===== src/hdl/slxd_pkg.sv =====
`default_nettype none

package slxd_pkg;

    localparam int unsigned SLXD_BUFFER_DEPTH = 64;

    // wide enough for an 8-bit length plus two
    localparam int unsigned SLXD_LEN_W = 9;

    localparam logic [7:0] SYNC_HEAD     = 8'hAA;
    localparam logic [7:0] SYNC_TAIL     = 8'h55;
    localparam logic [7:0] TYPE_SENSOR_0 = 8'h28;
    localparam logic [7:0] TYPE_SENSOR_1 = 8'h10;
    localparam logic [7:0] TYPE_IMU_0    = 8'h21;
    localparam logic [7:0] TYPE_IMU_1    = 8'h11;
    localparam logic [7:0] TAG_POWER     = 8'h01;
    localparam logic [7:0] TAG_IR        = 8'h03;
    localparam logic [7:0] TAG_CURRENT   = 8'h05;
    localparam logic [7:0] TAG_ULTRA     = 8'h03;
    localparam logic [7:0] TAG_ENCODER   = 8'h05;

    // header bytes the front keeps a copy of, by slot
    localparam int unsigned SLXD_NTAG  = 7;
    localparam int unsigned TI_TYPE0   = 0;
    localparam int unsigned TI_TYPE1   = 1;
    localparam int unsigned TI_POWER   = 2;
    localparam int unsigned TI_IR      = 3;
    localparam int unsigned TI_CURRENT = 4;
    localparam int unsigned TI_ULTRA   = 5;
    localparam int unsigned TI_ENCODER = 6;
    localparam int unsigned SLXD_TAG_POS [SLXD_NTAG] = '{0, 1, 2, 5, 12, 23, 30};

    // quantity codes
    localparam int unsigned SLXD_QW   = 5;
    localparam int unsigned SLXD_NQ   = 27;
    localparam logic [SLXD_QW-1:0] Q_STATUS    = 5'd0;
    localparam logic [SLXD_QW-1:0] Q_POWER     = 5'd1;
    localparam logic [SLXD_QW-1:0] Q_IR_FIRST  = 5'd2;
    localparam logic [SLXD_QW-1:0] Q_IR_LAST   = 5'd4;
    localparam logic [SLXD_QW-1:0] Q_CUR_FIRST = 5'd5;
    localparam logic [SLXD_QW-1:0] Q_CUR_LAST  = 5'd8;
    localparam logic [SLXD_QW-1:0] Q_US_FIRST  = 5'd9;
    localparam logic [SLXD_QW-1:0] Q_US_LAST   = 5'd11;
    localparam logic [SLXD_QW-1:0] Q_ENC_FIRST = 5'd12;
    localparam logic [SLXD_QW-1:0] Q_ENC_LAST  = 5'd15;
    localparam logic [SLXD_QW-1:0] Q_IMU_FIRST = 5'd16;
    localparam logic [SLXD_QW-1:0] Q_IMU_LAST  = 5'd24;
    localparam logic [SLXD_QW-1:0] Q_TEMP      = 5'd25;
    localparam logic [SLXD_QW-1:0] Q_TIME      = 5'd26;

    typedef enum logic [1:0] {
        ST_OK,
        ST_CHECKSUM,
        ST_UNKNOWN,
        ST_OVERFLOW
    } t_status;

    typedef logic [SLXD_NQ-1:0] t_qmask;

    // one run of result items: status code plus the set of quantities to emit
    typedef struct packed {
        logic    uses_store;
        t_status status;
        t_qmask  mask;
    } t_job;

    function automatic t_job slxd_overflow_job();
        t_job j;
        j.uses_store     = 1'b0;
        j.status         = ST_OVERFLOW;
        j.mask           = '0;
        j.mask[Q_STATUS] = 1'b1;
        return j;
    endfunction

    function automatic t_job slxd_frame_job(
        input logic [7:0] t0,
        input logic [7:0] t1,
        input logic [7:0] tp,
        input logic [7:0] ti,
        input logic [7:0] tc,
        input logic [7:0] tu,
        input logic [7:0] te,
        input logic       sum_ok
    );
        t_job j;
        j.status         = ST_OK;
        j.mask           = '0;
        j.mask[Q_STATUS] = 1'b1;
        if (!sum_ok) begin
            j.status = ST_CHECKSUM;
        end else if (t0 == TYPE_SENSOR_0 && t1 == TYPE_SENSOR_1) begin
            if (tp == TAG_POWER) begin
                j.mask[Q_POWER] = 1'b1;
            end
            if (ti == TAG_IR) begin
                j.mask[Q_IR_LAST:Q_IR_FIRST] = '1;
            end
            if (tc == TAG_CURRENT) begin
                j.mask[Q_CUR_LAST:Q_CUR_FIRST] = '1;
            end
            if (tu == TAG_ULTRA) begin
                j.mask[Q_US_LAST:Q_US_FIRST] = '1;
            end
            if (te == TAG_ENCODER) begin
                j.mask[Q_ENC_LAST:Q_ENC_FIRST] = '1;
            end
        end else if (t0 == TYPE_IMU_0 && t1 == TYPE_IMU_1) begin
            j.mask[Q_TIME:Q_IMU_FIRST] = '1;
        end else begin
            j.status = ST_UNKNOWN;
        end
        j.uses_store = |j.mask[SLXD_NQ-1:1];
        return j;
    endfunction

    // lowest quantity still to be emitted
    function automatic logic [SLXD_QW-1:0] slxd_first(input t_qmask m);
        logic [SLXD_QW-1:0] q;
        q = Q_STATUS;
        for (int i = SLXD_NQ - 1; i >= 0; i--) begin
            if (m[i]) begin
                q = SLXD_QW'(i);
            end
        end
        return q;
    endfunction

    // store position of the low byte of a quantity's value
    function automatic logic [5:0] slxd_pos(input logic [SLXD_QW-1:0] q);
        logic [5:0] dbl;
        logic [5:0] p;
        dbl = {q, 1'b0};
        unique case (q) inside
            Q_POWER:                   p = dbl + 6'd1;
            [Q_IR_FIRST:Q_IR_LAST]:    p = dbl + 6'd2;
            [Q_CUR_FIRST:Q_CUR_LAST]:  p = dbl + 6'd3;
            [Q_US_FIRST:Q_US_LAST]:    p = dbl + 6'd6;
            [Q_ENC_FIRST:Q_ENC_LAST]:  p = dbl + 6'd7;
            [Q_IMU_FIRST:Q_IMU_LAST]:  p = dbl - 6'd30;
            Q_TEMP:                    p = 6'd20;
            Q_TIME:                    p = 6'd24;
            default:                   p = 6'd0;
        endcase
        return p;
    endfunction

endpackage

`default_nettype wire


===== src/hdl/slxd_store.sv =====
`default_nettype none

module slxd_store
    import slxd_pkg::*;
#(
    parameter int unsigned BUFFER_DEPTH = SLXD_BUFFER_DEPTH,
    localparam int unsigned AW = $clog2(BUFFER_DEPTH)
) (
    input  wire logic          i_clk,
    input  wire logic          i_wr_en,
    input  wire logic [AW-1:0] i_wr_addr,
    input  wire logic [7:0]    i_wr_data,
    input  wire logic          i_rd_en,
    input  wire logic [AW-1:0] i_rd_addr,
    output logic      [7:0]    o_rd_lo,
    output logic      [7:0]    o_rd_hi
);

    logic [7:0] r_mem [BUFFER_DEPTH];

    always_ff @(posedge i_clk) begin
        if (i_wr_en) begin
            r_mem[i_wr_addr] <= i_wr_data;
        end
    end

    // two adjacent bytes per read
    always_ff @(posedge i_clk) begin
        if (i_rd_en) begin
            o_rd_lo <= r_mem[i_rd_addr];
            o_rd_hi <= r_mem[i_rd_addr + AW'(1)];
        end
    end

endmodule

`default_nettype wire


===== src/hdl/slxd_front.sv =====
`default_nettype none

module slxd_front
    import slxd_pkg::*;
#(
    parameter int unsigned BUFFER_DEPTH = SLXD_BUFFER_DEPTH,
    localparam int unsigned AW = $clog2(BUFFER_DEPTH),
    localparam int unsigned IW = $clog2(BUFFER_DEPTH + 1)
) (
    input  wire logic          i_clk,
    input  wire logic          i_rst_n,
    input  wire logic          i_push,
    input  wire logic [7:0]    i_rx_byte,
    output logic               o_full,
    input  wire logic          i_job_full,
    output logic               o_job_push,
    output t_job               o_job,
    input  wire logic          i_store_done,
    output logic               o_wr_en,
    output logic      [AW-1:0] o_wr_addr,
    output logic      [7:0]    o_wr_data
);

    logic          r_head;
    logic          r_in_frame;
    logic [IW-1:0] r_widx;
    logic [7:0]    r_xor;
    logic          r_pend;
    logic [7:0]    r_tag [SLXD_NTAG];

    logic                  accept;
    logic                  n_head;
    logic                  do_store;
    logic                  do_sync;
    logic                  check_end;
    logic                  ovf;
    logic                  complete;
    logic [7:0]            eff_tag [SLXD_NTAG];
    logic [SLXD_LEN_W-1:0] next_cnt;
    logic [SLXD_LEN_W-1:0] end_cnt;
    t_job                  frame_job;

    assign o_full = i_job_full | r_pend;
    assign accept = i_push & ~o_full;

    always_comb begin
        n_head    = r_head;
        do_store  = 1'b0;
        do_sync   = 1'b0;
        check_end = 1'b0;
        if (i_rx_byte == SYNC_HEAD) begin
            n_head   = 1'b1;
            do_store = r_in_frame;
        end else if (i_rx_byte == SYNC_TAIL) begin
            if (r_head) begin
                n_head  = 1'b0;
                do_sync = 1'b1;
            end else begin
                do_store = r_in_frame;
            end
        end else begin
            n_head    = 1'b0;
            do_store  = r_in_frame;
            check_end = 1'b1;
        end
    end

    assign ovf = do_store & (r_widx >= IW'(BUFFER_DEPTH));

    // header bytes as they will read once this byte is stored
    always_comb begin
        for (int k = 0; k < SLXD_NTAG; k++) begin
            eff_tag[k] = (do_store && r_widx == IW'(SLXD_TAG_POS[k])) ? i_rx_byte : r_tag[k];
        end
    end

    assign next_cnt = SLXD_LEN_W'(r_widx) + SLXD_LEN_W'(1);
    assign end_cnt  = {1'b0, eff_tag[TI_TYPE0]} + SLXD_LEN_W'(2);
    assign complete = do_store & ~ovf & check_end & (next_cnt == end_cnt);

    assign frame_job = slxd_frame_job(eff_tag[TI_TYPE0], eff_tag[TI_TYPE1], eff_tag[TI_POWER],
                                      eff_tag[TI_IR], eff_tag[TI_CURRENT], eff_tag[TI_ULTRA],
                                      eff_tag[TI_ENCODER], (r_xor ^ i_rx_byte) == 8'h00);

    assign o_job_push = accept & (ovf | complete);
    assign o_job      = ovf ? slxd_overflow_job() : frame_job;

    assign o_wr_en   = accept & do_store & ~ovf;
    assign o_wr_addr = r_widx[AW-1:0];
    assign o_wr_data = i_rx_byte;

    always_ff @(posedge i_clk) begin
        if (!i_rst_n) begin
            r_head     <= 1'b0;
            r_in_frame <= 1'b0;
            r_widx     <= '0;
            r_xor      <= 8'h00;
            r_pend     <= 1'b0;
        end else begin
            if (accept) begin
                r_head <= n_head;
                if (do_sync) begin
                    r_in_frame <= 1'b1;
                    r_widx     <= '0;
                    r_xor      <= 8'h00;
                end
                if (o_wr_en) begin
                    r_widx <= r_widx + IW'(1);
                    r_xor  <= r_xor ^ i_rx_byte;
                end
                if (ovf || complete) begin
                    r_in_frame <= 1'b0;
                end
            end
            // hold input off while the back end still reads the store
            if (accept && complete && frame_job.uses_store) begin
                r_pend <= 1'b1;
            end else if (i_store_done) begin
                r_pend <= 1'b0;
            end
        end
    end

    always_ff @(posedge i_clk) begin
        for (int k = 0; k < SLXD_NTAG; k++) begin
            if (o_wr_en && r_widx == IW'(SLXD_TAG_POS[k])) begin
                r_tag[k] <= i_rx_byte;
            end
        end
    end

endmodule

`default_nettype wire


===== src/hdl/slxd_job_fifo.sv =====
`default_nettype none

module slxd_job_fifo
    import slxd_pkg::*;
(
    input  wire logic i_clk,
    input  wire logic i_rst_n,
    input  wire logic i_push,
    input  wire t_job i_job,
    output logic      o_full,
    input  wire logic i_pop,
    output t_job      o_job,
    output logic      o_empty
);

    localparam int unsigned DEPTH = 2;
    localparam int unsigned PW    = $clog2(DEPTH);
    localparam int unsigned CW    = $clog2(DEPTH + 1);

    t_job                r_slot [DEPTH];
    logic [PW-1:0]       r_wptr;
    logic [PW-1:0]       r_rptr;
    logic [CW-1:0]       r_count;

    logic do_push;
    logic do_pop;

    assign o_full  = r_count == CW'(DEPTH);
    assign o_empty = r_count == '0;
    assign o_job   = r_slot[r_rptr];
    assign do_push = i_push & ~o_full;
    assign do_pop  = i_pop & ~o_empty;

    always_ff @(posedge i_clk) begin
        if (!i_rst_n) begin
            r_wptr  <= '0;
            r_rptr  <= '0;
            r_count <= '0;
        end else begin
            if (do_push) begin
                r_wptr <= r_wptr + PW'(1);
            end
            if (do_pop) begin
                r_rptr <= r_rptr + PW'(1);
            end
            if (do_push && !do_pop) begin
                r_count <= r_count + CW'(1);
            end else if (do_pop && !do_push) begin
                r_count <= r_count - CW'(1);
            end
        end
    end

    always_ff @(posedge i_clk) begin
        if (do_push) begin
            r_slot[r_wptr] <= i_job;
        end
    end

endmodule

`default_nettype wire


===== src/hdl/slxd_back.sv =====
`default_nettype none

module slxd_back
    import slxd_pkg::*;
#(
    parameter int unsigned BUFFER_DEPTH = SLXD_BUFFER_DEPTH,
    localparam int unsigned AW = $clog2(BUFFER_DEPTH)
) (
    input  wire logic               i_clk,
    input  wire logic               i_rst_n,
    input  wire logic               i_job_empty,
    input  wire t_job               i_job,
    output logic                    o_job_pop,
    output logic                    o_rd_en,
    output logic      [AW-1:0]      o_rd_addr,
    input  wire logic [7:0]         i_rd_lo,
    input  wire logic [7:0]         i_rd_hi,
    output logic                    o_store_done,
    output logic                    o_valid,
    input  wire logic               i_pop,
    output logic      [SLXD_QW-1:0] o_quantity,
    output logic      [31:0]        o_value,
    output logic                    o_last
);

    typedef enum logic [1:0] {
        S_IDLE,
        S_STEP,
        S_LO,
        S_HI
    } t_state;

    t_state  r_state;
    t_qmask  r_mask;
    t_status r_status;
    logic    r_uses;
    logic [15:0] r_lo;

    logic [SLXD_QW-1:0] q;
    logic [5:0]         pos;
    logic               wide;
    logic               out_free;
    logic               emit;
    t_qmask             rest;
    logic               rest_empty;
    logic [31:0]        value;

    assign q        = slxd_first(r_mask);
    assign pos      = slxd_pos(q);
    assign wide     = (q == Q_TEMP) || (q == Q_TIME);
    assign out_free = ~o_valid | i_pop;

    always_comb begin
        rest    = r_mask;
        rest[q] = 1'b0;
    end
    assign rest_empty = ~|rest;

    always_comb begin
        emit  = 1'b0;
        value = {16'h0000, i_rd_hi, i_rd_lo};
        unique case (r_state)
            S_IDLE: emit = 1'b0;
            S_STEP: begin
                emit  = out_free && q == Q_STATUS;
                value = 32'(r_status);
            end
            S_LO:   emit = out_free && !wide;
            S_HI: begin
                emit  = out_free;
                value = {i_rd_hi, i_rd_lo, r_lo};
            end
            default: emit = 1'b0;
        endcase
    end

    assign o_job_pop    = (r_state == S_IDLE) & ~i_job_empty;
    assign o_rd_en      = (r_state == S_STEP && q != Q_STATUS) || (r_state == S_LO && wide);
    assign o_rd_addr    = (r_state == S_LO) ? AW'(pos + 6'd2) : AW'(pos);
    assign o_store_done = emit & rest_empty & r_uses;

    always_ff @(posedge i_clk) begin
        if (!i_rst_n) begin
            r_state <= S_IDLE;
            o_valid <= 1'b0;
        end else begin
            if (emit) begin
                o_valid    <= 1'b1;
                o_quantity <= q;
                o_value    <= value;
                o_last     <= rest_empty;
                r_mask     <= rest;
            end else if (i_pop) begin
                o_valid <= 1'b0;
            end
            unique case (r_state)
                S_IDLE: begin
                    if (o_job_pop) begin
                        r_mask   <= i_job.mask;
                        r_status <= i_job.status;
                        r_uses   <= i_job.uses_store;
                        r_state  <= S_STEP;
                    end
                end
                S_STEP: begin
                    if (q != Q_STATUS) begin
                        r_state <= S_LO;
                    end else if (emit) begin
                        r_state <= rest_empty ? S_IDLE : S_STEP;
                    end
                end
                S_LO: begin
                    if (wide) begin
                        r_lo    <= {i_rd_hi, i_rd_lo};
                        r_state <= S_HI;
                    end else if (emit) begin
                        r_state <= rest_empty ? S_IDLE : S_STEP;
                    end
                end
                S_HI: begin
                    if (emit) begin
                        r_state <= rest_empty ? S_IDLE : S_STEP;
                    end
                end
                default: r_state <= S_IDLE;
            endcase
        end
    end

endmodule

`default_nettype wire


===== src/hdl/sync_length_xor_frame_decoder_core.sv =====
`default_nettype none

// Serial frame deframer with xor checksum. Bytes go in through push/full, one per
// transfer; 0xAA then 0x55 opens a frame, the first stored byte is the length L and the
// frame closes on a byte other than 0xAA/0x55 that makes L+2 stored bytes. Results come
// out through empty/pop: a status item (0 ok, 1 checksum error, 2 unknown type,
// 3 overflow) then the little-endian value of every present group, last set on the
// final one. A byte is taken every cycle while no frame read-out is pending and the
// two-entry job queue has room. Once a frame with groups completes, full stays high
// until its last item has been loaded into the output register. The read-out walks the
// store through one two-byte read port: it takes the run from the queue, emits the status
// item, reads each 16-bit value and emits it, reads each 32-bit value as two halves and
// emits it, and each emit waits while the output register is held. Overflow and error
// status items need no store access; they hold the input only while two runs already
// wait in the job queue behind a stalled output.

module sync_length_xor_frame_decoder_core
    import slxd_pkg::*;
#(
    parameter int unsigned BUFFER_DEPTH = SLXD_BUFFER_DEPTH
) (
    input  wire logic               i_clk,
    input  wire logic               i_rst_n,
    // byte input
    input  wire logic               push,
    output logic                    full,
    input  wire logic [7:0]         i_rx_byte,
    // result output
    output logic                    empty,
    input  wire logic               pop,
    output logic      [SLXD_QW-1:0] o_quantity,
    output logic      [31:0]        o_value,
    output logic                    o_last
);

    localparam int unsigned AW = $clog2(BUFFER_DEPTH);

    // job handoff between front and back
    logic job_push;
    t_job job_in;
    logic job_full;
    logic job_pop;
    t_job job_out;
    logic job_empty;

    // store ports
    logic          wr_en;
    logic [AW-1:0] wr_addr;
    logic [7:0]    wr_data;
    logic          rd_en;
    logic [AW-1:0] rd_addr;
    logic [7:0]    rd_lo;
    logic [7:0]    rd_hi;

    logic store_done;
    logic out_valid;

    // front: sync detection, frame store writes, checksum and header classification
    slxd_front #(
        .BUFFER_DEPTH(BUFFER_DEPTH)
    ) u_front (
        .i_clk        (i_clk),
        .i_rst_n      (i_rst_n),
        .i_push       (push),
        .i_rx_byte    (i_rx_byte),
        .o_full       (full),
        .i_job_full   (job_full),
        .o_job_push   (job_push),
        .o_job        (job_in),
        .i_store_done (store_done),
        .o_wr_en      (wr_en),
        .o_wr_addr    (wr_addr),
        .o_wr_data    (wr_data)
    );

    // short queue of result runs so front and back stall on their own
    slxd_job_fifo u_jobs (
        .i_clk   (i_clk),
        .i_rst_n (i_rst_n),
        .i_push  (job_push),
        .i_job   (job_in),
        .o_full  (job_full),
        .i_pop   (job_pop),
        .o_job   (job_out),
        .o_empty (job_empty)
    );

    // frame bytes, one write port and one two-byte read port
    slxd_store #(
        .BUFFER_DEPTH(BUFFER_DEPTH)
    ) u_store (
        .i_clk     (i_clk),
        .i_wr_en   (wr_en),
        .i_wr_addr (wr_addr),
        .i_wr_data (wr_data),
        .i_rd_en   (rd_en),
        .i_rd_addr (rd_addr),
        .o_rd_lo   (rd_lo),
        .o_rd_hi   (rd_hi)
    );

    // back: walks each run's quantity set and fills the output register
    slxd_back #(
        .BUFFER_DEPTH(BUFFER_DEPTH)
    ) u_back (
        .i_clk        (i_clk),
        .i_rst_n      (i_rst_n),
        .i_job_empty  (job_empty),
        .i_job        (job_out),
        .o_job_pop    (job_pop),
        .o_rd_en      (rd_en),
        .o_rd_addr    (rd_addr),
        .i_rd_lo      (rd_lo),
        .i_rd_hi      (rd_hi),
        .o_store_done (store_done),
        .o_valid      (out_valid),
        .i_pop        (pop),
        .o_quantity   (o_quantity),
        .o_value      (o_value),
        .o_last       (o_last)
    );

    // the output register holds one result until its transfer
    assign empty = ~out_valid;

endmodule

`default_nettype wire


===== config.mk =====
export PLATFORM = sky130hd
export DESIGN_NAME = sync_length_xor_frame_decoder_core
export DESIGN_NICKNAME = d
export VERILOG_FILES = /design/src/hdl/slxd_pkg.sv /design/src/hdl/slxd_store.sv /design/src/hdl/slxd_front.sv /design/src/hdl/slxd_job_fifo.sv /design/src/hdl/slxd_back.sv /design/src/hdl/sync_length_xor_frame_decoder_core.sv
export SDC_FILE = /design/constraint.sdc
export NUM_CORES = 1
export LEC_CHECK = 0
export ABC_AREA = 1
export BUFFER_PORTS_ARGS = -buffer_cell sky130_fd_sc_hd__buf_4
export CORE_UTILIZATION = 50
export DETAILED_ROUTE_END_ITERATION = 10
export GPL_TIMING_DRIVEN = 1
export PLACE_DENSITY = 0.66
export SETUP_SLACK_MARGIN = 0.2
export SLEW_MARGIN = 25
export SYNTH_ARGS = -nofsm -noshare
export SYNTH_HDL_FRONTEND = slang
export SYNTH_SLANG_ARGS = --single-unit

===== constraint.sdc =====
create_clock -name i_clk -period 6.9 [get_ports i_clk]
set_clock_uncertainty 0.15 [all_clocks]
set_input_delay 0.345 -clock i_clk [delete_from_list [all_inputs] [get_ports i_clk]]
set_output_delay 0.345 -clock i_clk [all_outputs]
set_load 0.02 [all_outputs]

# Word level (Yosys, flattened, before mapping)
# Memory sizes are Yosys's and may differ from the RTL's. A register that Yosys moved wholly into a read port is not among the register bits.
# Index checks and enable logic that the tools add are counted.
op_classes:
  order_cmp: 13
  n_shift: 0
  n_eq_ne: 26
  mul: 0
  n_addsub: 15
  n_reduce_logical: 61
  bitwise: 24
  mux: 120
  div: 0
ops:
  columns: ["cell", "n"]
  rows:
  - ["$mux 5", 27]
  - ["$mux 8", 15]
  - ["$mux 27", 3]
  - ["$pmux 32 s2", 1]
  - ["$pmux 6 s8", 1]
  - ["$reduce_or 8->1", 6]
  - ["$mux 1", 44]
  - ["$logic_and 1x1->1", 30]
  - ["$mux 30", 1]
  - ["$and 27x27->27", 1]
  - ["$not 27->27", 1]
  - ["$reduce_or 27->1", 1]
  - ["$mux 26", 1]
  - ["$reduce_or 26->1", 1]
  - ["$mux 3", 8]
  - ["$add 6x2->6 const B", 3]
  - ["$eq 8x2->1 const B", 2]
  - ["$eq 8x3->1 const B", 2]
  - ["$eq 8x5->1 const B", 2]
  - ["$eq 8x6->1 const B", 2]
  - ["$mux 2", 8]
  - ["$le 5x4->1 const B", 3]
  - ["$mux 15", 1]
  - ["$eq 7x5->1 const B", 2]
  - ["53 further kinds", 93]
totals:
  out_inout_bits: 40
  input_bits: 12
  latchBits: 0
  romBits: 0
  elab_cells: 279
  ram_bits: 628
  regBits: 109
  mem_count: 3
memory_table:
  columns: ["name", "depth", "width", "read_ports", "rd_ports_with_merged_regs", "wr", "line", "rtl"]
  rows:
  - ["u_store.r_mem", 64, 8, 2, 2, 1, "slxd_store.sv:19", "logic [7:0] r_mem [BUFFER_DEPTH];"]
  - ["u_jobs.r_slot", 2, 30, 1, 1, 1, "slxd_job_fifo.sv:20", "t_job r_slot [DEPTH];"]
  - ["u_front.r_tag", 7, 8, 7, 0, 1, "slxd_front.sv:29", "logic [7:0] r_tag [SLXD_NTAG];"]

# Logic depth before layout (Yosys ltp)
logic_depth:
  ltp_word: 39
  mapped_depth: 55
  ltp_nobuf: 50

# Hierarchy
# From an unflattened synthesis, not the netlist that was laid out.
hier_totals:
  hier_cells: 4439
  hier_area_um2: 39036.2
modules_own_cells:
  columns: ["mod", "n_inst", "cells_each", "seq_area_each_um2", "area_each_um2"]
  rows:
  - ["slxd_store", 1, 3236, 15855.2, 27317.4]
  - ["slxd_back", 1, 573, 2582.5, 5048.6]
  - ["slxd_front", 1, 498, 2042.0, 4256.6]
  - ["slxd_job_fifo", 1, 131, 1901.8, 2409.8]
  - ["sync_length_xor_frame_decoder_core", 1, 1, 0.0, 3.8]

# Worst setup path before layout
# OpenSTA, ideal clock, no wires.
synth_path:
  kind: "register to register"
  startpoint: "register u_back.r_mask[24]"
  endpoint: "register u_store.o_rd_hi[3], read port of u_store.r_mem, data pin"
  setup_slack_ps: 1293
  path_stages_with_launch: 54
  arrival_time_ps: 5205
  path_cell_list: "edfxtp_1 -> inv_2 -> nand2_1 -> nand2_1 -> nand2_1 -> nand2_1 -> nand2_1 -> nand2_1 -> nand2_1 -> nand2_1 -> nand2_1 -> nand2_1 -> nand2_1 -> nand2_1 -> nand2_1 -> nand2_1 -> nand2_1 -> nand2_1 -> [... 18 more ...] -> buf_4 -> buf_4 -> buf_2 -> buf_2 -> ha_1 -> clkbuf_1 -> inv_2 -> clkbuf_1 -> clkbuf_1 -> nand3_1 -> nand2_1 -> nand2_1 -> nand2_1 -> nand2_1 -> nand3_1 -> nand2_1 -> nand2_1 -> nand2_1"
synth_via:
  elab_chain_cells: 31
synth_rtl:
  columns: ["item", "line", "rtl"]
  rows:
  - ["start: declaration", "slxd_back.sv:34", "t_qmask r_mask;"]
  - ["start signal: assignment", "slxd_back.sv:92", "r_mask <= rest;"]
  - ["start signal: assignment", "slxd_back.sv:99", "r_mask <= i_job.mask;"]
  - ["$mux 5 (*) (25 in series)", "slxd_pkg.sv:122", "if (m[i]) begin"]
  - ["net u_back.q[0]", "slxd_back.sv:39", "logic [SLXD_QW-1:0] q;"]
  - ["$ge 5x5->1 (implied by the code), or another cell as far along", "slxd_back.sv:49", "assign pos = slxd_pos(q);"]
  - ["$logic_and 1x1->1 (implied by the code)", "slxd_back.sv:49", null]
  - ["$pmux 6 s8", "slxd_pkg.sv:134", "unique case (q) inside"]
  - ["$add 6x2->6", "slxd_back.sv:79", "assign o_rd_addr = (r_state == S_LO) ? AW'(pos + 6'd2) : AW'(pos);"]
  - ["$mux 6", "slxd_back.sv:79", null]
  - ["$add 6x1->6", "slxd_store.sv:31", "o_rd_hi <= r_mem[i_rd_addr + AW'(1)];"]
  - ["end: declaration", "slxd_store.sv:16", "output logic [7:0] o_rd_hi"]
# The timed path passes the listed nets; every way through them passes the cells marked *.
# A chain may end at the register's enable or synchronous reset.

# Final worst setup path
layout_path:
  startpoint: "register u_back.r_mask[25]"
  endpoint: "register u_store.o_rd_lo[3], read port of u_store.r_mem, data pin"
layout_via:
  elab_chain_cells: 31
layout_rtl:
  columns: ["item", "line", "rtl"]
  rows:
  - ["$mux 5 (*) (26 in series)", "slxd_pkg.sv:122", null]
  - ["net u_back.q[0]", "slxd_back.sv:39", null]
  - ["$ge 5x5->1 (implied by the code), or another cell as far along", "slxd_back.sv:49", null]
  - ["$logic_and 1x1->1 (implied by the code)", "slxd_back.sv:49", null]
  - ["$pmux 6 s8", "slxd_pkg.sv:134", null]
  - ["$add 6x2->6", "slxd_back.sv:79", null]
  - ["$mux 6", "slxd_back.sv:79", null]
  - ["end: declaration", "slxd_store.sv:15", "output logic [7:0] o_rd_lo,"]
# Marks and branches as above.

==> summary.txt <==
Run status
  – Outcome: finished, violations left
  – Failing checks: design-rule violations

Synthesis
  – Post-synth EDFFs: 686
  – Register area share after synthesis: 56.8%
  – Synth Area in Compound Gates: 10.3%
  – Yosys warning count: 0
  – Post-synthesis instance total: 4203
  – Synth Area in Adders: 0.606%
  – Synth Area in XOR/XNOR: 0.717%
  – Yosys reg bits: 712
  – Main synth FF type: edfxtp_1
  – Synth cell types: 57
  – Syn Area/Cell: 8.84 sq um
  – Synthesized area: 37200 sq um
  – Proportion of synthesized area in mux cells: 0.236%
  – Largest family of logic cells by synthesized area: simple AND/OR/NAND/NOR gates
  – Simple logic cell fraction of the synthesized area: 23.8%
  – Syn_nets: 4233
  – Synth async-reset ratio: 0%

Critical path
  – Most frequent CP cell: nand2_1
  – CP arrival: 6.36 ns
  – Crit Path Class: reg2reg
  – CP Data Required Time: 7.12 ns
  – CP Capture Type: flip-flop
  – Crit-path max FO: 30
  – CP peak stage delay: 0.42 ns
  – CP Launch Type: flip-flop
  – Worst path slowest cell: edfxtp_1
  – Flop2flop setup slack: 0.77 ns

Clock network
  – CTS buffer count: 78
  – CTS Sinks: 712
  – Worst-path clk slew: 0.06 ns
  – Max H-tree Level: 3
  – Clock tree buffer depth: 3
  – CTS tree: done
  – Clock root buffer: clkbuf_16
  – Skew-Pair Late Insertion Delay: 0.65 ns

Floorplanning
  – Core region area: 73200 sq um
  – Chip height: 275 microns
  – Die footprint: 75400 sq um
  – Die Wd: 275 microns
  – Initial Utilization: 50.8%
  – I/O Pins: 52
  – Num rows: 99

Routing
  – Routed wire length per instance: 21.8 microns
  – DRT antenna net count: 0
  – Pre-antenna DRT Iters: 11
  – Starting DRT DRC Count: 3831
  – DR DRC count: 12
  – Vias per Instance: 5.80
  – Post-Route WL: 113000 microns
  – Via count: 30094

Place
  – Detailed placement HPWL: 71300 microns
  – Port Buffer Count: 51
  – Final GP Congestion: 0.934
  – Placed Instance Area: 38300 sq um

Power and ir drop
  – Pwr/cell area: 466 nW/um^2
  – Standby leakage power: 16.1 nW
  – Total Power: 19.2 mW
  – Worst ir drop on vdd: 0.673 mV

Global routing
  – Global route hottest layer: met2
  – Tot GR Track Use: 29.4%
  – Vias in the first global route: 27228
  – First-pass GRT wire length: 167000 microns
  – Initial antenna violation count: 1
  – GR met3 Demand/Resource: 5.61%
  – Grt ovf: 0
  – Met2 Resource Use GR: 45.1%
  – Met1 track demand over resource: 41.4%
  – Largest net degree at the start of global routing: 166

Finish
  – P&R area growth vs syn: 11.0%
  – Final Net Count: 4198
  – Fin area: 41300 sq um
  – Layout cells sized above 1: 7.73%
  – N_diodes: 0

STA
  – Final Max Slew Viols: 0
  – Slew @ Worst Pin: 1.12 ns
  – Post-layout min period: 6.13 ns
  – Final Setup Violations: 0
  – Hold_ws: 0.0506 ns
  – Maximum clock rate: 0.163 GHz
  – Crit share post-route: 88.9%
  – RSZ-0062 raised after global routing: no
  – Max-slew headroom: 24.3%
  – Final Hold Fails: 0
  – Fin Setup TNS: 0 ns

Job
  – Max cap viols: 0

Min path
  – Min-Delay Path Class: in2reg
layer usage:
layer,vias to the layer above,part of all wire (%)
met5,-,0.0097
met4,2,3.9
met3,233,10
met2,1429,44
met1,14225,42
li1,14205,-
kinds of logic after synthesis:
group	count (synthesis)
compound gates	691
xor+xnor	24
fa+ha+maj	18
buf+inv	680
flops	712
mux	8
simple gates	2070
flip-flops by register name, summed over array words and instances, names as in the netlist, named ones only:
register and cells:
u_jobs.r_rptr 1, u_front.r_xor 8, u_back.r_status 2, u_back.r_uses 1, u_back.o_value 32, u_back.r_state 2
u_front.r_widx 7, u_front.r_head 1, u_back.r_lo 16, u_back.o_last 1, u_back.r_mask 27, u_back.o_valid 1
u_store.r_mem 512, u_front.r_pend 1, u_front.r_in_frame 1, u_store.o_rd_hi 8, u_jobs.r_wptr 1, u_jobs.r_slot 18
u_front.r_tag 56, u_jobs.r_count 2, u_store.o_rd_lo 8, u_back.o_quantity 5
cells in the final DEF, fill, tap and decap left out, types with 8 or more instances in the layout:
master     synthesis  final
a21oi_1          115    115
bufinv_16          0     12
nand2_1         1210   1207
buf_12             0      8
nor4_1            16     16
xor2_1            19     19
nand4_1           56     56
inv_1            408    408
clkinv_1           4     19
dfxtp_1           26     26
o21ai_1           47     47
nand3b_1          36     36
buf_4              7    105
ha_1              18     17
nand2_2           13     13
edfxtp_1         686    686
clkbuf_1          86     15
o31ai_1           20     20
or2_2              9      9
a22o_1            14     14
inv_2             24     22
nor2_1           247    245
o21ai_0          392    392
clkbuf_16          0     85
o211ai_1          75     75
nand3_2            4      8
nor3_1            14     14
nand3_1          450    445
cell usage after synthesis, types with 3 or more instances:
cell | instances | area share (%)
mux2_2 | 6 | 0.18
nor4_1 | 16 | 0.27
a22o_1 | 14 | 0.33
inv_2 | 24 | 0.24
clkbuf_1 | 86 | 0.87
nand4_1 | 56 | 0.94
buf_1 | 23 | 0.23
nand3_2 | 4 | 0.11
nand3b_1 | 36 | 0.73
a31oi_1 | 4 | 0.067
clkinv_1 | 4 | 0.040
nand2_1 | 1210 | 12
buf_6 | 5 | 0.15
dfxtp_1 | 26 | 1.4
o21ai_1 | 47 | 0.63
xor2_1 | 19 | 0.45
o211ai_1 | 75 | 1.5
nor2_1 | 247 | 2.5
a21oi_2 | 3 | 0.071
o2111ai_1 | 3 | 0.071
ha_1 | 18 | 0.61
nand3_1 | 450 | 6.1
inv_1 | 408 | 4.1
nand2_2 | 13 | 0.22
nand2_4 | 5 | 0.15
a211oi_1 | 5 | 0.10
or2_2 | 9 | 0.15
nor3_1 | 14 | 0.19
edfxtp_1 | 686 | 55
a21oi_1 | 115 | 1.5
o31ai_1 | 20 | 0.40
buf_4 | 7 | 0.14
o21ai_0 | 392 | 5.3
buf_2 | 122 | 1.6
timing repair:
| action | 4_1_cts | 5_1_grt |
|---|---|---|
| hold buffers | 4 | 0 |
| endpoints found under the hold margin | 13 | 0 |
| setup endpoints to repair | 0 | 16 |
| buffers inserted | 0 | 3 |
| gates resized for setup | 0 | 20 |
worst paths after layout:
check | end | cells past startpoint | startpoint
max | u_store.o_rd_lo[3] | 48 | u_back.r_mask[25]
min reg2reg | u_jobs.r_rptr | 1 | u_jobs.r_rptr
min | u_front.r_pend | 2 | i_rst_n
max reg2reg | u_store.o_rd_lo[3] | 48 | u_back.r_mask[25]
worst max-delay path, delay by kind of cell (launching register included):
| family | cells | cell delay [ns] |
|---|---|---|
| buf+inv | 6 | 0.98 |
| fa+ha+maj | 3 | 0.76 |
| simple gates | 39 | 3.47 |
| flops | 1 | 0.42 |
where the power goes:
group          switching (mW)  internal, mW
Combinational            6.93          2.76
Clock                    1.77          2.63
Sequential              0.141          4.98
Total                    8.84          10.4
metrics by stage:
stage / cells / utilization (%) / setup slack [ns]
after floorplan: 4203 / - / 1.29
after global placement: 5036 / 52.4 / 0.597
after detailed placement: 5036 / 52.4 / 0.564
after CTS: 5183 / 56.1 / 0.537
after global routing: 5190 / 56.4 / 0.219
final: 5190 / 56.4 / 0.768
cell type report:
cell class / count / area [sq um]
Clock buffer: 99 / 2120
Clock inverter: 44 / 533
Fill cell: 6459 / 31900
Inverter: 436 / 1650
Multi-Input combinational cell: 2811 / 13400
Sequential cell: 712 / 21100
Tap cell: 959 / 1200
Timing Repair Buffer: 129 / 1280
Power figures use the tool's default switching activity.
